[src/rtl/json_string_object_stream_parser_assert.svh]
// Assertion macros for the JSON object parser
`ifndef JSON_STRING_OBJECT_STREAM_PARSER_ASSERT_SVH
`define JSON_STRING_OBJECT_STREAM_PARSER_ASSERT_SVH
`ifndef SYNTH
`define JSOP_ASSERT(label, clk, rst_n, prop, msg) \
    label: assert property (@(posedge clk) disable iff (!rst_n) (prop)) else $error(msg);
`define JSOP_ASSERT_NR(label, clk, prop, msg) \
    label: assert property (@(posedge clk) (prop)) else $error(msg);
`else
`define JSOP_ASSERT(label, clk, rst_n, prop, msg)
`define JSOP_ASSERT_NR(label, clk, prop, msg)
`endif
`endif

[src/rtl/jsop_pkg.sv]
`timescale 1ns / 1ps
package jsop_pkg;

    typedef enum logic [4:0] {
        S_START, S_OBJ_FIRST, S_KEY_NEXT, S_COLON, S_VALUE, S_ARR_FIRST, S_ARR_NEXT,
        S_AFTER_ITEM, S_AFTER_VAL, S_TAIL, S_STR, S_ESC, S_HEX, S_SURR_BS, S_SURR_U,
        S_LOW_HEX, S_ERROR
    } t_state;

    localparam logic [2:0] K_BYTE      = 3'd0;
    localparam logic [2:0] K_STR_END   = 3'd1;
    localparam logic [2:0] K_ARR_BEGIN = 3'd2;
    localparam logic [2:0] K_ARR_END   = 3'd3;
    localparam logic [2:0] K_OK        = 3'd4;
    localparam logic [2:0] K_ERROR     = 3'd5;

    localparam logic [1:0] R_KEY   = 2'd0;
    localparam logic [1:0] R_VALUE = 2'd1;
    localparam logic [1:0] R_ITEM  = 2'd2;

    localparam logic [4:0] E_OPEN      = 5'd0;
    localparam logic [4:0] E_STR_EXP   = 5'd1;
    localparam logic [4:0] E_COLON     = 5'd2;
    localparam logic [4:0] E_VALUE     = 5'd3;
    localparam logic [4:0] E_ITEM      = 5'd4;
    localparam logic [4:0] E_COMMA_BRK = 5'd5;
    localparam logic [4:0] E_COMMA_BRC = 5'd6;
    localparam logic [4:0] E_UNTERM    = 5'd7;
    localparam logic [4:0] E_CTRL      = 5'd8;
    localparam logic [4:0] E_BS_END    = 5'd9;
    localparam logic [4:0] E_ESC       = 5'd10;
    localparam logic [4:0] E_HEX_SHORT = 5'd11;
    localparam logic [4:0] E_NOT_HEX   = 5'd12;
    localparam logic [4:0] E_PAIR      = 5'd13;
    localparam logic [4:0] E_BAD_LOW   = 5'd14;
    localparam logic [4:0] E_LONE_LOW  = 5'd15;
    localparam logic [4:0] E_TRAIL     = 5'd16;

    // Instruction passed from the front to the back part
    typedef enum logic [2:0] {
        OP_NONE, OP_BYTE, OP_CP, OP_PAIR, OP_MARK, OP_ERR
    } t_op;

    typedef struct packed {
        t_op         op;
        logic [2:0]  kind;
        logic [1:0]  role;
        logic [15:0] val;       // byte, code point, or low surrogate
        logic [9:0]  high;      // high surrogate bits for a pair
        logic [4:0]  code;
        logic [15:0] pos;
    } t_cmd;

    typedef struct packed {
        logic [2:0]  kind;
        logic [1:0]  role;
        logic [7:0]  out_byte;
        logic [4:0]  error_code;
        logic [15:0] error_position;
        logic        last;
    } t_res;

    function automatic logic [4:0] hex_val(input logic [7:0] b);
        logic [4:0] v;
        v = 5'd16;
        if (b >= "0" && b <= "9") v = 5'(b - 8'h30);
        else if (b >= "a" && b <= "f") v = 5'(b - 8'h57);
        else if (b >= "A" && b <= "F") v = 5'(b - 8'h37);
        return v;
    endfunction

endpackage

[src/rtl/jsop_front.sv]
`timescale 1ns / 1ps
`include "json_string_object_stream_parser_assert.svh"
// Parser front: consumes one byte per cycle and issues at most one command per item
module jsop_front #(
    parameter int POS_CAP = 65535
) (
    input  logic              i_clk,
    input  logic              i_rst_n,
    input  logic              i_valid,
    input  logic [7:0]        i_data_byte,
    input  logic              i_end_of_text,
    output logic              o_cmd_valid,
    output jsop_pkg::t_cmd    o_cmd
);

    jsop_pkg::t_state r_state, n_state;
    logic [1:0]  r_role, n_role;
    logic [15:0] r_acc, n_acc;
    logic [1:0]  r_cnt, n_cnt;
    logic [9:0]  r_high, n_high;
    logic [15:0] r_pos, n_pos;
    logic [15:0] r_spos, n_spos;
    logic        r_err, n_err;
    jsop_pkg::t_cmd c;

    logic [15:0] p1, start, cp;
    logic [4:0]  hv;
    logic        sp;

    always_ff @(posedge i_clk) begin
        if (!i_rst_n) begin
            r_state <= jsop_pkg::S_START;
            r_role  <= '0;
            r_acc   <= '0;
            r_cnt   <= '0;
            r_high  <= '0;
            r_pos   <= '0;
            r_spos  <= '0;
            r_err   <= 1'b0;
        end else if (i_valid) begin
            r_state <= n_state;
            r_role  <= n_role;
            r_acc   <= n_acc;
            r_cnt   <= n_cnt;
            r_high  <= n_high;
            r_pos   <= n_pos;
            r_spos  <= n_spos;
            r_err   <= n_err;
        end
    end

    assign o_cmd_valid = i_valid && (c.op != jsop_pkg::OP_NONE);
    assign o_cmd = c;

    // Next state and command
    always_comb begin
        n_state = r_state;
        n_role  = r_role;
        n_acc   = r_acc;
        n_cnt   = r_cnt;
        n_high  = r_high;
        n_spos  = r_spos;
        n_err   = r_err;
        p1      = (r_pos >= 16'(POS_CAP)) ? 16'(POS_CAP) : r_pos + 16'd1;
        n_pos   = p1;
        start   = r_pos - 16'(r_cnt);
        hv      = jsop_pkg::hex_val(i_data_byte);
        cp      = {r_acc[11:0], hv[3:0]};
        sp      = i_data_byte == " " || i_data_byte == 8'h09 ||
                  i_data_byte == 8'h0A || i_data_byte == 8'h0D;
        c       = '0;
        c.op    = jsop_pkg::OP_NONE;

        if (i_end_of_text) begin
            c.op = jsop_pkg::OP_ERR;
            c.kind = jsop_pkg::K_ERROR;
            c.pos = r_pos;
            case (r_state)
                jsop_pkg::S_START: c.code = jsop_pkg::E_OPEN;
                jsop_pkg::S_OBJ_FIRST, jsop_pkg::S_KEY_NEXT: c.code = jsop_pkg::E_STR_EXP;
                jsop_pkg::S_COLON: c.code = jsop_pkg::E_COLON;
                jsop_pkg::S_VALUE: c.code = jsop_pkg::E_VALUE;
                jsop_pkg::S_ARR_FIRST, jsop_pkg::S_ARR_NEXT: c.code = jsop_pkg::E_ITEM;
                jsop_pkg::S_AFTER_ITEM: c.code = jsop_pkg::E_COMMA_BRK;
                jsop_pkg::S_AFTER_VAL: c.code = jsop_pkg::E_COMMA_BRC;
                jsop_pkg::S_TAIL: begin
                    c.op = jsop_pkg::OP_MARK;
                    c.kind = jsop_pkg::K_OK;
                    c.pos = '0;
                end
                jsop_pkg::S_STR: c.code = jsop_pkg::E_UNTERM;
                jsop_pkg::S_ESC: c.code = jsop_pkg::E_BS_END;
                jsop_pkg::S_HEX, jsop_pkg::S_LOW_HEX: begin
                    c.code = jsop_pkg::E_HEX_SHORT;
                    c.pos = start;
                end
                jsop_pkg::S_SURR_BS, jsop_pkg::S_SURR_U: begin
                    c.code = jsop_pkg::E_PAIR;
                    c.pos = r_spos;
                end
                default: c.op = jsop_pkg::OP_NONE;
            endcase
            if (r_state >= jsop_pkg::S_STR && r_role == jsop_pkg::R_ITEM)
                c.code = jsop_pkg::E_ITEM;
            if (r_err) c.op = jsop_pkg::OP_NONE;
            n_state = jsop_pkg::S_START;
            n_role = '0; n_acc = '0; n_cnt = '0; n_high = '0;
            n_pos = '0; n_spos = '0; n_err = 1'b0;
        end else if (!r_err && !(r_state < jsop_pkg::S_STR && sp)) begin
            c.kind = jsop_pkg::K_ERROR;
            c.pos = r_pos;
            case (r_state)
                jsop_pkg::S_START:
                    if (i_data_byte == "{") n_state = jsop_pkg::S_OBJ_FIRST;
                    else begin c.op = jsop_pkg::OP_ERR; c.code = jsop_pkg::E_OPEN; end
                jsop_pkg::S_OBJ_FIRST:
                    if (i_data_byte == "}") n_state = jsop_pkg::S_TAIL;
                    else if (i_data_byte == "\"") begin
                        n_role = jsop_pkg::R_KEY; n_state = jsop_pkg::S_STR;
                    end else begin c.op = jsop_pkg::OP_ERR; c.code = jsop_pkg::E_STR_EXP; end
                jsop_pkg::S_KEY_NEXT:
                    if (i_data_byte == "\"") begin
                        n_role = jsop_pkg::R_KEY; n_state = jsop_pkg::S_STR;
                    end else begin c.op = jsop_pkg::OP_ERR; c.code = jsop_pkg::E_STR_EXP; end
                jsop_pkg::S_COLON:
                    if (i_data_byte == ":") n_state = jsop_pkg::S_VALUE;
                    else begin c.op = jsop_pkg::OP_ERR; c.code = jsop_pkg::E_COLON; end
                jsop_pkg::S_VALUE:
                    if (i_data_byte == "\"") begin
                        n_role = jsop_pkg::R_VALUE; n_state = jsop_pkg::S_STR;
                    end else if (i_data_byte == "[") begin
                        c.op = jsop_pkg::OP_MARK; c.kind = jsop_pkg::K_ARR_BEGIN;
                        c.pos = '0; n_state = jsop_pkg::S_ARR_FIRST;
                    end else begin c.op = jsop_pkg::OP_ERR; c.code = jsop_pkg::E_VALUE; end
                jsop_pkg::S_ARR_FIRST, jsop_pkg::S_ARR_NEXT:
                    if (i_data_byte == "]" && r_state == jsop_pkg::S_ARR_FIRST) begin
                        c.op = jsop_pkg::OP_MARK; c.kind = jsop_pkg::K_ARR_END;
                        c.pos = '0; n_state = jsop_pkg::S_AFTER_VAL;
                    end else if (i_data_byte == "\"") begin
                        n_role = jsop_pkg::R_ITEM; n_state = jsop_pkg::S_STR;
                    end else begin c.op = jsop_pkg::OP_ERR; c.code = jsop_pkg::E_ITEM; end
                jsop_pkg::S_AFTER_ITEM:
                    if (i_data_byte == ",") n_state = jsop_pkg::S_ARR_NEXT;
                    else if (i_data_byte == "]") begin
                        c.op = jsop_pkg::OP_MARK; c.kind = jsop_pkg::K_ARR_END;
                        c.pos = '0; n_state = jsop_pkg::S_AFTER_VAL;
                    end else begin c.op = jsop_pkg::OP_ERR; c.code = jsop_pkg::E_COMMA_BRK; end
                jsop_pkg::S_AFTER_VAL:
                    if (i_data_byte == ",") n_state = jsop_pkg::S_KEY_NEXT;
                    else if (i_data_byte == "}") n_state = jsop_pkg::S_TAIL;
                    else begin c.op = jsop_pkg::OP_ERR; c.code = jsop_pkg::E_COMMA_BRC; end
                jsop_pkg::S_TAIL: begin
                    c.op = jsop_pkg::OP_ERR; c.code = jsop_pkg::E_TRAIL;
                end
                jsop_pkg::S_STR: begin
                    if (i_data_byte == "\"") begin
                        c.op = jsop_pkg::OP_MARK; c.kind = jsop_pkg::K_STR_END;
                        c.role = r_role; c.pos = '0;
                        n_state = (r_role == jsop_pkg::R_KEY) ? jsop_pkg::S_COLON :
                                  (r_role == jsop_pkg::R_VALUE) ? jsop_pkg::S_AFTER_VAL :
                                  jsop_pkg::S_AFTER_ITEM;
                    end else if (i_data_byte == "\\") n_state = jsop_pkg::S_ESC;
                    else if (i_data_byte < 8'h20) begin
                        c.op = jsop_pkg::OP_ERR; c.code = jsop_pkg::E_CTRL; c.pos = p1;
                    end else begin
                        c.op = jsop_pkg::OP_BYTE; c.val = {8'h00, i_data_byte};
                    end
                end
                jsop_pkg::S_ESC: begin
                    n_state = jsop_pkg::S_STR;
                    c.op = jsop_pkg::OP_BYTE;
                    case (i_data_byte)
                        "\"", "\\", "/": c.val = {8'h00, i_data_byte};
                        "b": c.val = 16'h0008;
                        "f": c.val = 16'h000C;
                        "n": c.val = 16'h000A;
                        "r": c.val = 16'h000D;
                        "t": c.val = 16'h0009;
                        "u": begin
                            c.op = jsop_pkg::OP_NONE;
                            n_acc = '0; n_cnt = '0; n_state = jsop_pkg::S_HEX;
                        end
                        default: begin
                            c.op = jsop_pkg::OP_ERR; c.code = jsop_pkg::E_ESC; c.pos = p1;
                        end
                    endcase
                end
                jsop_pkg::S_HEX, jsop_pkg::S_LOW_HEX: begin
                    if (hv[4]) begin
                        c.op = jsop_pkg::OP_ERR; c.code = jsop_pkg::E_NOT_HEX; c.pos = p1;
                    end else if (r_cnt != 2'd3) begin
                        n_acc = cp; n_cnt = r_cnt + 2'd1;
                    end else begin
                        n_acc = cp; n_cnt = '0;
                        if (r_state == jsop_pkg::S_LOW_HEX) begin
                            if (cp < 16'hDC00 || cp > 16'hDFFF) begin
                                c.op = jsop_pkg::OP_ERR; c.code = jsop_pkg::E_BAD_LOW;
                                c.pos = p1;
                            end else begin
                                c.op = jsop_pkg::OP_PAIR; c.val = cp; c.high = r_high;
                                n_state = jsop_pkg::S_STR;
                            end
                        end else if (cp >= 16'hD800 && cp <= 16'hDBFF) begin
                            n_high = cp[9:0]; n_spos = p1; n_state = jsop_pkg::S_SURR_BS;
                        end else if (cp >= 16'hDC00 && cp <= 16'hDFFF) begin
                            c.op = jsop_pkg::OP_ERR; c.code = jsop_pkg::E_LONE_LOW;
                            c.pos = p1;
                        end else begin
                            c.op = jsop_pkg::OP_CP; c.val = cp; n_state = jsop_pkg::S_STR;
                        end
                    end
                end
                jsop_pkg::S_SURR_BS:
                    if (i_data_byte == "\\") n_state = jsop_pkg::S_SURR_U;
                    else begin c.op = jsop_pkg::OP_ERR; c.code = jsop_pkg::E_PAIR; c.pos = r_spos; end
                jsop_pkg::S_SURR_U:
                    if (i_data_byte == "u") begin
                        n_acc = '0; n_cnt = '0; n_state = jsop_pkg::S_LOW_HEX;
                    end else begin
                        c.op = jsop_pkg::OP_ERR; c.code = jsop_pkg::E_PAIR; c.pos = r_spos;
                    end
                default: ;
            endcase
            if (c.op == jsop_pkg::OP_BYTE || c.op == jsop_pkg::OP_CP ||
                c.op == jsop_pkg::OP_PAIR) c.role = r_role;
            if (c.op == jsop_pkg::OP_ERR) begin
                if (r_state >= jsop_pkg::S_STR && r_role == jsop_pkg::R_ITEM)
                    c.code = jsop_pkg::E_ITEM;
                n_state = jsop_pkg::S_ERROR;
                n_err = 1'b1;
            end
        end
    end

    `JSOP_ASSERT(a_err_sticky, i_clk, i_rst_n,
        (r_err && !(i_valid && i_end_of_text)) |=> r_err, "error flag dropped")
    `JSOP_ASSERT(a_err_state, i_clk, i_rst_n,
        r_err |-> (r_state == jsop_pkg::S_ERROR), "error flag without error state")
    `JSOP_ASSERT(a_no_cmd_err, i_clk, i_rst_n,
        (r_err && i_valid && !i_end_of_text) |-> !o_cmd_valid, "command after error")

endmodule

[src/rtl/jsop_queue.sv]
`timescale 1ns / 1ps
`include "json_string_object_stream_parser_assert.svh"
// Small command queue between front and back
module jsop_queue #(
    parameter int DEPTH = 4
) (
    input  logic            i_clk,
    input  logic            i_rst_n,
    input  logic            i_push,
    input  jsop_pkg::t_cmd  i_cmd,
    output logic            o_full,
    input  logic            i_pop,
    output logic            o_empty,
    output jsop_pkg::t_cmd  o_cmd
);
    localparam int AW = $clog2(DEPTH);

    jsop_pkg::t_cmd r_mem [DEPTH];
    logic [AW-1:0] r_wr, r_rd;
    logic [AW:0]   r_cnt;
    logic do_push, do_pop;

    assign o_full  = r_cnt == (AW+1)'(DEPTH);
    assign o_empty = r_cnt == '0;
    assign do_push = i_push && !o_full;
    assign do_pop  = i_pop && !o_empty;
    assign o_cmd   = r_mem[r_rd];

    always_ff @(posedge i_clk) begin
        if (do_push) r_mem[r_wr] <= i_cmd;
    end

    // Pointers and fill count
    always_ff @(posedge i_clk) begin
        if (!i_rst_n) begin
            r_wr <= '0; r_rd <= '0; r_cnt <= '0;
        end else begin
            if (do_push) r_wr <= (r_wr == AW'(DEPTH - 1)) ? '0 : r_wr + AW'(1);
            if (do_pop)  r_rd <= (r_rd == AW'(DEPTH - 1)) ? '0 : r_rd + AW'(1);
            r_cnt <= r_cnt + (AW+1)'(do_push) - (AW+1)'(do_pop);
        end
    end

    `JSOP_ASSERT(a_q_bound, i_clk, i_rst_n, r_cnt <= (AW+1)'(DEPTH), "queue overflow")
    `JSOP_ASSERT(a_q_ptr, i_clk, i_rst_n,
        (r_cnt == '0 || r_cnt == (AW+1)'(DEPTH)) |-> (r_wr == r_rd), "pointer mismatch")
    `JSOP_ASSERT(a_q_count, i_clk, i_rst_n,
        (do_push && !do_pop) |=> (r_cnt == $past(r_cnt) + (AW+1)'(1)), "count slip")

endmodule

[src/rtl/jsop_back.sv]
`timescale 1ns / 1ps
`include "json_string_object_stream_parser_assert.svh"
// Back part: expands one command into up to four results, one per cycle while the output register is free
module jsop_back (
    input  logic            i_clk,
    input  logic            i_rst_n,
    input  logic            i_cmd_valid,
    input  jsop_pkg::t_cmd  i_cmd,
    output logic            o_cmd_take,
    output logic            o_empty,
    input  logic            i_pop,
    output jsop_pkg::t_res  o_res
);
    logic [20:0] cp;
    logic [2:0]  nbytes;
    logic [7:0]  b [4];
    logic        r_busy;
    logic [1:0]  r_idx;
    logic [2:0]  r_n;
    logic [7:0]  r_b [4];
    logic [1:0]  r_role;
    logic        r_valid;
    jsop_pkg::t_res r_res;
    logic        slot_free, emit_now, finish;
    jsop_pkg::t_res nxt;

    // UTF-8 encoding of the command's code point
    always_comb begin
        cp = (i_cmd.op == jsop_pkg::OP_PAIR) ?
             21'h10000 + {1'b0, i_cmd.high, 10'h000} + 21'(i_cmd.val[9:0]) :
             21'(i_cmd.val);
        b[0] = cp[7:0]; b[1] = '0; b[2] = '0; b[3] = '0;
        if (i_cmd.op == jsop_pkg::OP_BYTE || cp < 21'h80) begin
            nbytes = 3'd1;
        end else if (cp < 21'h800) begin
            nbytes = 3'd2;
            b[0] = 8'hC0 | 8'(cp[10:6]); b[1] = 8'h80 | 8'(cp[5:0]);
        end else if (cp < 21'h10000) begin
            nbytes = 3'd3;
            b[0] = 8'hE0 | 8'(cp[15:12]); b[1] = 8'h80 | 8'(cp[11:6]);
            b[2] = 8'h80 | 8'(cp[5:0]);
        end else begin
            nbytes = 3'd4;
            b[0] = 8'hF0 | 8'(cp[20:18]); b[1] = 8'h80 | 8'(cp[17:12]);
            b[2] = 8'h80 | 8'(cp[11:6]); b[3] = 8'h80 | 8'(cp[5:0]);
        end
    end

    assign slot_free  = !r_valid || i_pop;
    assign o_cmd_take = slot_free && !r_busy && i_cmd_valid;
    assign emit_now   = slot_free && (r_busy || i_cmd_valid);
    assign finish     = r_busy && (3'(r_idx) + 3'd1 == r_n);
    assign o_empty    = !r_valid;
    assign o_res      = r_res;

    // Next result word
    always_comb begin
        nxt = '0;
        if (r_busy) begin
            nxt.kind = jsop_pkg::K_BYTE;
            nxt.role = r_role;
            nxt.out_byte = r_b[r_idx];
            nxt.last = finish;
        end else if (i_cmd.op == jsop_pkg::OP_ERR || i_cmd.op == jsop_pkg::OP_MARK) begin
            nxt.kind = i_cmd.kind;
            nxt.role = (i_cmd.kind == jsop_pkg::K_STR_END) ? i_cmd.role : '0;
            nxt.error_code = i_cmd.code;
            nxt.error_position = i_cmd.pos;
            nxt.last = 1'b1;
        end else begin
            nxt.kind = jsop_pkg::K_BYTE;
            nxt.role = i_cmd.role;
            nxt.out_byte = b[0];
            nxt.last = nbytes == 3'd1;
        end
    end

    always_ff @(posedge i_clk) begin
        if (emit_now) r_res <= nxt;
        if (o_cmd_take) begin
            r_b[0] <= b[0]; r_b[1] <= b[1]; r_b[2] <= b[2]; r_b[3] <= b[3];
            r_n <= nbytes; r_role <= i_cmd.role;
        end
    end

    // Sequencer for multi-byte expansion
    always_ff @(posedge i_clk) begin
        if (!i_rst_n) begin
            r_valid <= 1'b0; r_busy <= 1'b0; r_idx <= '0;
        end else begin
            if (emit_now) r_valid <= 1'b1;
            else if (i_pop) r_valid <= 1'b0;
            if (emit_now && r_busy) begin
                if (finish) r_busy <= 1'b0;
                r_idx <= r_idx + 2'd1;
            end else if (o_cmd_take && nxt.kind == jsop_pkg::K_BYTE && !nxt.last) begin
                r_busy <= 1'b1;
                r_idx <= 2'd1;
            end
        end
    end

    `JSOP_ASSERT(a_b_kind, i_clk, i_rst_n, r_valid |-> (r_res.kind <= jsop_pkg::K_ERROR),
        "bad result kind")
    `JSOP_ASSERT(a_b_busy, i_clk, i_rst_n, r_busy |-> !o_cmd_take, "take while busy")
    `JSOP_ASSERT(a_b_last, i_clk, i_rst_n,
        (r_busy && emit_now && !finish) |=> (r_valid && !r_res.last), "early last")

endmodule

[src/rtl/json_string_object_stream_parser.sv]
`timescale 1ns / 1ps
// JSON string-object stream parser.
// Input channel: push/full with i_data_byte and i_end_of_text; one text byte or
// an end-of-text mark per item. Result channel: empty/pop; each result carries
// kind, role, out_byte, error_code, error_position and last.
// The front parser takes one item per cycle while full is low and turns it into
// at most one command, which waits in a four-entry queue. The back part writes
// one result per cycle into the output register while that register is free;
// a unicode escape expands to up to four UTF-8 bytes, and the back part takes
// no new command until the last of them is written. An accepted item's command
// is written into the queue, then its first result into the output register.
// Throughput: one item per cycle while the queue has room; full rises only
// when the queue fills, which takes a stalled receiver or long escape runs.
// Reset clears the parser and the queue and empties the output register; the
// block then waits for an opening brace. When pop stays low, results hold and
// the queue fills, and then full stops further input.
module json_string_object_stream_parser #(
    parameter int MAX_TEXT_BYTES = 65536
) (
    input  logic        i_clk,
    input  logic        i_rst_n,
    input  logic        push,
    output logic        full,
    input  logic [7:0]  i_data_byte,
    input  logic        i_end_of_text,
    output logic        empty,
    input  logic        pop,
    output logic [2:0]  o_kind,
    output logic [1:0]  o_role,
    output logic [7:0]  o_out_byte,
    output logic [4:0]  o_error_code,
    output logic [15:0] o_error_position,
    output logic        o_last
);
    localparam int POS_CAP = (MAX_TEXT_BYTES - 1 < 65535) ? MAX_TEXT_BYTES - 1 : 65535;

    logic           f_valid, q_full, q_empty, take;
    jsop_pkg::t_cmd f_cmd, q_cmd;
    jsop_pkg::t_res res;

    assign full = q_full;

    jsop_front #(.POS_CAP(POS_CAP)) u_front (
        .i_clk(i_clk), .i_rst_n(i_rst_n), .i_valid(push && !q_full),
        .i_data_byte(i_data_byte), .i_end_of_text(i_end_of_text),
        .o_cmd_valid(f_valid), .o_cmd(f_cmd)
    );

    jsop_queue #(.DEPTH(4)) u_queue (
        .i_clk(i_clk), .i_rst_n(i_rst_n), .i_push(f_valid), .i_cmd(f_cmd),
        .o_full(q_full), .i_pop(take), .o_empty(q_empty), .o_cmd(q_cmd)
    );

    jsop_back u_back (
        .i_clk(i_clk), .i_rst_n(i_rst_n), .i_cmd_valid(!q_empty), .i_cmd(q_cmd),
        .o_cmd_take(take), .o_empty(empty), .i_pop(pop), .o_res(res)
    );

    assign o_kind           = res.kind;
    assign o_role           = res.role;
    assign o_out_byte       = res.out_byte;
    assign o_error_code     = res.error_code;
    assign o_error_position = res.error_position;
    assign o_last           = res.last;

endmodule
[config.mk]
export PLATFORM = sky130hd
export DESIGN_NAME = json_string_object_stream_parser
export DESIGN_NICKNAME = d
export VERILOG_FILES = /design/src/rtl/jsop_pkg.sv /design/src/rtl/jsop_front.sv /design/src/rtl/jsop_queue.sv /design/src/rtl/jsop_back.sv /design/src/rtl/json_string_object_stream_parser.sv
export VERILOG_INCLUDE_DIRS = /design/src /design/src/rtl
export SDC_FILE = /design/constraint.sdc
export NUM_CORES = 1
export LEC_CHECK = 0
export BUFFER_PORTS_ARGS = -buffer_cell sky130_fd_sc_hd__buf_2
export CAP_MARGIN = 15
export CORE_MARGIN = 10
export CORE_UTILIZATION = 45
export CTS_BUF_LIST = sky130_fd_sc_hd__clkbuf_4 sky130_fd_sc_hd__clkbuf_8 sky130_fd_sc_hd__clkbuf_16
export CTS_CLUSTER_SIZE = 10
export DETAILED_ROUTE_END_ITERATION = 8
export PLACE_DENSITY = 0.64
export SLEW_MARGIN = 20
export SYNTH_ARGS = -nofsm -noshare
export SYNTH_HDL_FRONTEND = slang
export SYNTH_HIERARCHICAL = 1
export SYNTH_SLANG_ARGS = --single-unit
[constraint.sdc]
create_clock -name i_clk -period 10.3 [get_ports i_clk]
set_input_delay 2.06 -clock i_clk [delete_from_list [all_inputs] [get_ports i_clk]]
set_output_delay 2.06 -clock i_clk [all_outputs]
set_load 0.01 [all_outputs]
== Yosys cells after proc, flatten, opt, wreduce, memory -nomap -nowiden ==
Memories as Yosys holds them, arrays and structs flattened. A register that Yosys moved wholly into a read port is not among the register bits.
Cells that the tools add are included.
Storage, ports and cells
  output and inout bits: 37
  memories kept: 2
  input bits: 13
  flip-flop bits (word level): 115
  bits in writable memories: 252
Memory list
  u_queue.r_mem: depth 4, width 55, read ports 1, clocked after memory_dff 1, write ports 1, RTL line jsop_queue.sv:18  | jsop_pkg::t_cmd r_mem [DEPTH];
  u_back.r_b: depth 4, width 8, read ports 1, clocked after memory_dff 1, write ports 4, RTL line jsop_back.sv:20  | logic [7:0] r_b [4];
Operators by class
  bitwise operators: 1
  order comparisons: 19
  add/subtract/negate cells: 14
  reductions and logical operators: 67
  muxes and demuxes: 197
  equality and inequality tests: 73
Operator list (number)
  two-way mux 16 bit: 20
  two-way mux 47 bit: 5
  two-way mux 26 bit: 8
  two-way mux 21 bit: 9
  two-way mux 5 bit: 36
  case mux 5 bit (13 select lines): 2
  case mux 16 bit (8 select lines): 1
  two-way mux 20 bit: 6
  case mux 16 bit (3 select lines): 2
  two-way mux 3 bit: 31
  two-way mux 10 bit: 9
  equality test 8 x 7 -> 1 bit (second input constant): 11
  two-way mux 55 bit: 1
  two-way mux 2 bit: 25
  greater-or-equal comparator 16 bit (second input constant): 3
  two-way mux 12 bit: 4
  case mux 8 bit (6 select lines): 1
  case mux 3 bit (14 select lines): 1
  equality test 5 x 4 -> 1 bit (second input constant): 8
  equality test 8 x 6 -> 1 bit (second input constant): 5
  case mux 4 bit (10 select lines): 1
  <= comparator 16 bit (second input constant): 2
  two-way mux 32 bit: 1
  two-way mux 28 bit: 1
  other kinds (72): 178

== Depth between registers and ports, before layout ==
Gate-level depths: netlist of the first run.
  depth after elaboration: 31
  mapped depth: 20
  depth with buffers taken out: 19

== Cells and area by module ==
Netlist of the first run, hierarchy kept.
By module, submodules not included
  jsop_queue: instances 1, cells an instance 340, area an instance 8490.6 um2
  jsop_front: instances 1, cells an instance 857, area an instance 6104.6 um2
  jsop_back: instances 1, cells an instance 304, area an instance 3692.3 um2
  json_string_object_stream_parser: instances 1, cells an instance 2, area an instance 17.5 um2

== Worst setup path before layout of the first run ==
Ideal clock, no wire load.
  kind: input-to-reg
  start: in pop
  end: reg u_queue.r_cnt[2]
  path slack: 3.646 ns
  setup time: 0.115 ns
  data required time: 10.185 ns
  stages on the path: 11
  data arrival time: 6.539 ns
  cell sequence: nor2b_1 > nor3b_1 > o31ai_1 > inv_1 > ha_1 > inv_1 > ha_1 > fa_1 > xnor2_1 > xnor2_1 > and2_1
On the way
  cells in the longest elaborated chain, start to end: 5
RTL lines
  start, declared: RTL line json_string_object_stream_parser.sv:27  | input logic pop,
  logical OR 1 bit: RTL line jsop_back.sv:49  | assign slot_free = !r_valid || i_pop;
  logical AND 1 bit (2 in series): RTL line jsop_back.sv:50  | assign o_cmd_take = slot_free && !r_busy && i_cmd_valid;
  net take: RTL line json_string_object_stream_parser.sv:37  | logic f_valid, q_full, q_empty, take;
  logical AND 1 bit: RTL line jsop_queue.sv:26  | assign do_pop = i_pop && !o_empty;
  subtractor 3 x 1 -> 3 bit: RTL line jsop_queue.sv:40  | r_cnt <= r_cnt + (AW+1)'(do_push) - (AW+1)'(do_pop);
  end signal, assigned: RTL line jsop_queue.sv:40
  end, declared: RTL line jsop_queue.sv:20  | logic [AW:0] r_cnt;
The timed path passes the listed nets, and every way through them passes these cells.
A chain may end at the register's enable or synchronous reset.

==> qor.txt, run 1 <==
Peak VDD IR -> 0.1315 mV
DP Cell Count -> 2005
Number of global-route vias before repair -> 12407
Logic pwr share -> 26.8%
Switch share -> 30.10%
WP buf/inv -> 3
Clk buf depth -> 3
Filler cells -> 3477
Antenna-violating nets left -> 0
# H-tree levels -> 2
Mapped Area -> 18310 sq um
R2r startpoint -> u_front/r_state[3]
Root Driver -> clkbuf_16
Final Setup Violations -> 0
Final hold slack -> 481.4 ps
Synthesis Warnings -> 6
Worst setup margin -> 3757 ps
Power share of the clock group -> 30.1%
CP peak stage delay -> 760 ps
1st-pass router iterations -> 8
Hold Path Origin -> u_front/r_acc[8]
Via count -> 12762
Cell taking the most area after synthesis -> edfxtp_1
# IOs -> 50
CTS resizes -> 0
Top-count cell post-synth -> edfxtp_1
Final period util -> 63.53%
Seq pwr share -> 43.1%
Vias per cell -> 6.118
Max-cap violations -> 0
First-pass GRT wire length -> 73170 um
Setup WS pre-CTS -> 3268 ps
Reg2reg path depth -> 11
Slowest CP cell -> a2111oi_0
Mapped Cells -> 1503
Clk_lat worst skew -> 540 ps
WHS Path Cells -> 2
Final-stage net count -> 1558
GRT Util Overall -> 18.44%
Crit path DAT -> 6720 ps
Most frequent cells after synthesis -> edfxtp_1 (289), nand2_1 (124), nor2_1 (85)
Chip Width -> 221.7 um
Worst slew margin -> 32.00%
Commonest register cell after synthesis -> edfxtp_1
Port Buffers -> 49
# hold bufs at CTS -> 0
CP Data Required Time -> 10480 ps
Fraction of registers with async set/reset -> 0%
Grt ovf -> 0
Synth Register Bits -> 368
Power Total -> 4905 uW
P per Cell Area -> 241.5 nW/um^2
Core Region -> 40010 sq um
Switch Pwr -> 1476 uW
Status -> finished, final reports clean
CTS clock-pin slew for the worst setup and hold paths -> 50 ps
Avg Inst Size Synth -> 12.18 sq um
Layout cell share with drive strength beyond 1 -> 17.18%
Crit Path Class -> in -> reg
Final hold violation count -> 0
Die Ht -> 221.7 um
Post-synth cell types -> 110
Internal power -> 3429 uW
Setup TNS -> 0 ps
Post-synth EDFFs -> 289
Iter 0 DRT Violations -> 1542
Drt drc -> 0
Clock sinks -> 368
Hold Crit Class -> reg -> reg
Routability cong. -> 0.9548
Leakage power -> 0.006847 uW
Final count of pins violating max slew -> 0
Max Fclk -> 152.8 MHz
Cts bufs inserted -> 43
Flop-to-flop setup slack -> 4430 ps
Die area -> 49140 sq um
Synth top area cells -> edfxtp_1 (47%), dfxtp_1 (8.6%), mux4_2 (7.0%)
Setup Fix Bufs, Post-CTS -> 0
RSZ-0062 raised after global routing -> no
CP Launch Type -> input port
CP max FO -> 29
Crit path time final -> 6543 ps
Top cell type's share of synthesized area -> 47.41%
Seq/Total Area, Yosys -> 56.05%
Post-DP HPWL -> 32630 um
Pin count of the biggest net entering global routing -> 69
Initial antenna violation count -> 1
Syn_nets -> 1536
Fin cells -> 2086
Hold path endpoint -> u_front/r_acc[8]
CP cell instances -> buf_2 > inv_1 > ha_1 > or3b_4 > nor2_4 > a2111oi_0 > a21o_1 > a2111oi_4 > o21a_1 > nor3_1 > o31a_1 > nor2b_1 > and2_2 > buf_4
CP Capture Type -> flop
CTS tree -> built
Skew final -> 19.90 ps
# rows -> 73
Slew at the pin closest to its max-slew limit -> 1018 ps
Area growth syn-to-layout -> 10.97%
Post-DR wirelength/cell -> 22.55 um
Starting density of the core -> 45.76%
Delay-heaviest family, CP -> simple AND/OR/NAND/NOR gates
R2r endpoint -> u_queue/r_mem[2][44]
Final WL -> 47040 um
-- state kept, by name, indices dropped and copies added (netlist names), 3 cells and up, named ones only --
signal and cells:
u_back/o_res 35, u_back/r_b 29, u_back/r_n 3, u_front/r_acc 12
u_front/r_high 10, u_front/r_pos 16, u_front/r_spos 16, u_front/r_state 5
u_queue/r_cnt 3, u_queue/r_mem 220
-- through the flow --
step	utilization, %	area, sq um
finish	50.78	20310
global placement	47.12	18850
CTS	50.73	20290
floorplan	-	18310
global route	50.77	20310
detailed placement	47.19	18880
-- placed cells by master (no fill, tap or decap), types with 28 or more instances in the layout --
master / n
nor3_1: 30
a21oi_1: 77
mux4_2: 57
dfxtp_1: 77
nor2b_1: 59
nand2_1: 124
clkbuf_4: 31
and2_1: 53
buf_2: 49
edfxtp_1: 289
a22oi_1: 28
clkbuf_16: 44
inv_1: 44
nand3_1: 54
nor2_1: 83
o21ai_0: 78
-- tightest hold or removal path: stages (launching register included) --
cell and delay, ps:
dfxtp_1 310, nand3_1 60, o21ai_0 60
-- power by group through the flow --
stage	clock (uW)	combinational (uW)	sequential (uW)
floorplan	0	983	2130
CTS	1510	1330	2120
global route	1570	1440	2150
detailed placement	0	1320	2150
finish	1480	1310	2120
global placement	0	1310	2140
-- routing by layer --
layer  share of wire [%]  up-vias  track usage [%]
met5                   0        -                0
li1                    -     5845                -
met3                 7.2       83            3.085
met2                  45      533            27.95
met1                  46     6301            26.64
met4                 2.4        0            5.292
-- cell type report --
cell class                 instances  area [sq um]  area share, %
antenna                            1         2.502        0.01232
clock buffer                      77          1361          6.702
clock inverter                     3         55.05         0.2710
inverter                          48         185.2         0.9116
multi-input combinational        998          7395          36.40
sequential                       368         10260          50.53
tap                              525         656.9          3.234
timing repair buffer              66         392.9          1.934
-- worst max path at each step --
stage	cells after the start	to	start	slack (ps)
6_report	14	u_queue/r_mem[2][44]	i_data_byte[0]	3760
3_5_place_dp	13	u_queue/r_mem[1][4]	i_data_byte[1]	3270
3_3_place_gp	14	u_queue/r_mem[2][25]	i_data_byte[0]	3410
2_1_floorplan	11	u_queue/r_cnt[2]	pop	3650
4_1_cts	13	u_queue/r_mem[1][53]	i_data_byte[1]	3800
5_1_grt	14	u_queue/r_mem[2][44]	i_data_byte[0]	3380
-- kinds of logic (layout without fill, tap and decap cells) --
family / count (synthesis) / in the layout / synth area share (%)
muxes: 71 / 71 / 8.250
DFF: 368 / 368 / 56.05
xor gates and xnor gates: 17 / 17 / 0.8134
and+or+nand+nor: 522 / 522 / 15.76
AOI/OAI and AO/OA: 368 / 368 / 13.89
buffers and inverters: 137 / 194 / 3.794
other: 0 / 1 / 0
adders and majority gates: 20 / 20 / 1.449
(Power assumes the default switching activity.)
==> run 2: changes to the inputs <==
- ABC_AREA: not set -> 1
- clock period: 10.3 -> 6.8 ns (I/O delays scaled with it)
==> run 2 against run 1 <==
Hold slack got worse by 15 ps. Flip-flop and latch count stayed put. Core utilization up 0.10 points. Clock power grew 55%. First-iteration DRC count down 5.8%. Register-to-register slack lost 2200 ps. Sequential power rose by 72%. Via count is 21% higher. Die area up 2.3%. Largest power group is now combinational cells.
==> qor.txt, run 2 <==
Commonest cells after routing, fill and taps aside -> nand2_1 (361), nor2_1 (341), edfxtp_1 (289)
Commonest non-fill, non-tap cell in the layout -> nand2_1
Top cell type's share of synthesized area -> 46.25% (-1.2 points)
Worst slew margin -> 35.40% (+3.4 points)
Synth Register Bits -> 368 (unchanged)
Post-synthesis compound-gate area fraction -> 14.98% (+1.1 points)
Iter 0 DRT Violations -> 1452 (-5.8%)
Final hold violation count -> 0 (unchanged)
Top-count cell post-synth -> nand2_1
Final period util -> 74.05%
Skew final -> 20.23 ps (+0.3262 ps)
Reg2reg path depth -> 15 (+4)
Starting density of the core -> 45.75% (about the same)
Clock sinks -> 368 (unchanged)
RSZ-0062 raised after global routing -> no
Number of global-route vias before repair -> 14585 (+18%)
Setup TNS -> 0 ps (unchanged)
Mux contribution to synthesized area -> 0.1067% (-8.1 points)
Crit Path Class -> in -> reg
Status -> finished, final reports clean
Core Region -> 41020 sq um (+2.5%)
Synthesis Warnings -> 6 (unchanged)
Layout cell share with drive strength beyond 1 -> 11.08% (-6.1 points)
ANT cells -> 0 (-1)
Final Cell Area -> 20870 sq um (+2.7%)
Placed Instance Area -> 19400 sq um (+2.8%)
Max reg flops -> 220 (unchanged)
GRT Util Overall -> 20.98% (+2.5 points)
Filler cells -> 3762 (+8.2%)
Post-DR wirelength/cell -> 19.91 um (-12%)
Most frequent cells after synthesis -> nand2_1 (361), nor2_1 (345), edfxtp_1 (289)
Die area -> 50270 sq um (+2.3%)
Fraction of registers with async set/reset -> 0% (unchanged)
Clk_lat worst skew -> 580 ps (+40 ps)
Final Setup Violations -> 0 (unchanged)
CP max FO -> 37 (+28%)
Power Total -> 10380 uW (+110%)
Commonest register cell after synthesis -> edfxtp_1
Drt drc -> 0 (unchanged)
Syn_nets -> 2141 (+39%)
Hold Crit Class -> reg -> reg
Area growth syn-to-layout -> 11.21%
R2r endpoint -> u_queue/r_mem[3][34]
Crit path DAT -> 5280 ps (-1440 ps)
Flop-to-flop setup slack -> 2270 ps (-2160 ps)
R2r startpoint -> u_front/r_acc[10]
Adder-Cell Fraction of Synth Area -> 1.414% (-0.036 points)
Final-stage net count -> 2163 (+39%)
Top reg by flops -> u_queue/r_mem
Peak VDD IR -> 0.2133 mV (+62%)
Clk buf depth -> 3 (unchanged)
Via count -> 15386 (+21%)
# H-tree levels -> 2 (unchanged)
Max Fclk -> 198.6 MHz
Routability cong. -> 0.9567 (+0.20%)
Antenna-violating nets left -> 0 (unchanged)
Fin cells -> 2698 (+29%)
Cts bufs inserted -> 44 (+2.3%)
CTS tree -> built
P per Cell Area -> 497.2 nW/um^2 (+110%)
Crit path time final -> 5036 ps
Max-cap violations -> 0 (unchanged)
DP Cell Count -> 2615 (+30%)
Avg Inst Size Synth -> 8.902 sq um (-27%)
First-pass GRT wire length -> 83790 um (+15%)
CTS resizes -> 0 (unchanged)
# hold bufs at CTS -> 0 (unchanged)
Largest family of logic cells by synthesized area -> simple AND/OR/NAND/NOR gates
CP Capture Type -> flop
Post-synth cell types -> 62 (-44%)
Post-Synth Simple-Gate Area -> 21.14% (+5.4 points)
Die Ht -> 224.2 um (+1.1%)
# IOs -> 50 (unchanged)
Port Buffers -> 49 (unchanged)
Final Util -> 50.88% (+0.10 points)
Mapped Area -> 18770 sq um (+2.5%)
Post-synth EDFFs -> 289 (unchanged)
Mapped Cells -> 2108 (+40%)
Final WL -> 53710 um (+14%)
Initial antenna violation count -> 0 (-1)
Hold path endpoint -> u_front/r_high[2]
CP Launch Type -> input port
CTS clock-pin slew for the worst setup and hold paths -> 50 ps (about the same)
Cell taking the most area after synthesis -> edfxtp_1
Seq/Total Area, Yosys -> 54.67% (-1.4 points)
Grt ovf -> 0 (unchanged)
Hold Path Origin -> u_front/r_high[2]
Vias per cell -> 5.703 (-6.8%)
Setup Fix Bufs, Post-CTS -> 0 (unchanged)
Final count of pins violating max slew -> 0 (unchanged)
Chip Width -> 224.2 um (+1.1%)
Post-Synth XOR/XNOR Area -> 0.4201% (-0.39 points)
Root Driver -> clkbuf_16
Post-DP HPWL -> 36770 um (+13%)
Pin count of the biggest net entering global routing -> 63 (-8.7%)
Synth top area cells -> edfxtp_1 (46%), dfxtp_1 (8.4%), nand2_1 (7.2%)
CP Data Required Time -> 7040 ps (-3440 ps)
Leakage power -> 0.008205 uW (+20%)
1st-pass router iterations -> 8 (unchanged)
WHS Path Cells -> 2 (unchanged)
Slew at the pin closest to its max-slew limit -> 960.1 ps (-57.49 ps)
# rows -> 74 (+1.4%)
[run 2: changes by cell type after synthesis, sizes merged, moves of 60 or more]
cell   previous run  this run
o21ai            88       203
nor2             89       366
mux4             62         0
nor2b            60         0
inv              47       221
nand2           125       383
[run 2: kinds of logic after synthesis]
logic type | count (synthesis)
flops | 368
compound gates | 484
xor+xnor | 9
buf+inv | 320
mux | 2
simple gates | 905
fa+ha+maj | 20
[run 2: power by group]
part | switching [uW] | internal [uW]
registers | 281 | 3370
logic | 3150 | 1280
clock network | 905 | 1390
total | 4330 | 6040
[run 2: layout make-up]
type                       instances  area, sq um  share of cell area (%)
timing repair buffer              69        452.9                   2.170
clock buffer                      78         1386                   6.643
tap                              532        665.6                   3.190
inverter                         227        855.8                   4.101
multi-input combinational       1420         7188                   34.44
clock inverter                     4        56.30                  0.2698
sequential                       368        10260                   49.18
[run 2: critical path, cell delays in order]
cell	delay, ps
buf_2	130
inv_1	180
ha_1	230
inv_1	100
nand3_1	90
nand3_1	100
nand2_2	100
nand2_2	130
inv_2	240
nand2_4	90
nor2_4	160
nand3_4	180
nor2_1	300
inv_1	120
nand3_1	110
nor2_1	70
nor2_1	200
nand2_1	350
nor2_4	650
buf_12	320
[run 2: worst max path at each step]
stage / slack (ps) / cells past startpoint / endpoint / start
global placement: 1330 / 25 / u_queue/r_cnt[2] / i_data_byte[1]
global route: 1470 / 25 / u_queue/r_cnt[2] / i_data_byte[1]
floorplan: 760 / 19 / u_queue/r_mem[0][0] / i_data_byte[1]
detailed placement: 1240 / 20 / u_queue/r_mem[3][34] / i_data_byte[1]
CTS: 1820 / 20 / u_queue/r_mem[3][38] / i_data_byte[1]
finish: 1760 / 20 / u_queue/r_mem[3][34] / i_data_byte[1]
[run 2: layer usage]
layer	GRT usage [%]	vias up	part of all wire (%)
met3	3.474	102	7.1
met5	0	-	0
met1	28.72	7379	44
met4	6.646	0	2.7
met2	33.46	591	46
li1	-	7314	-
[run 2: through the flow]
step | setup slack, ps | hold WS (ps)
6_report | 1764 | 465.9
5_1_grt | 1471 | 485.6
4_1_cts | 1820 | 466.5
3_5_place_dp | 1236 | 452.8
3_3_place_gp | 1334 | 445.3
2_1_floorplan | 755.0 | 430.7
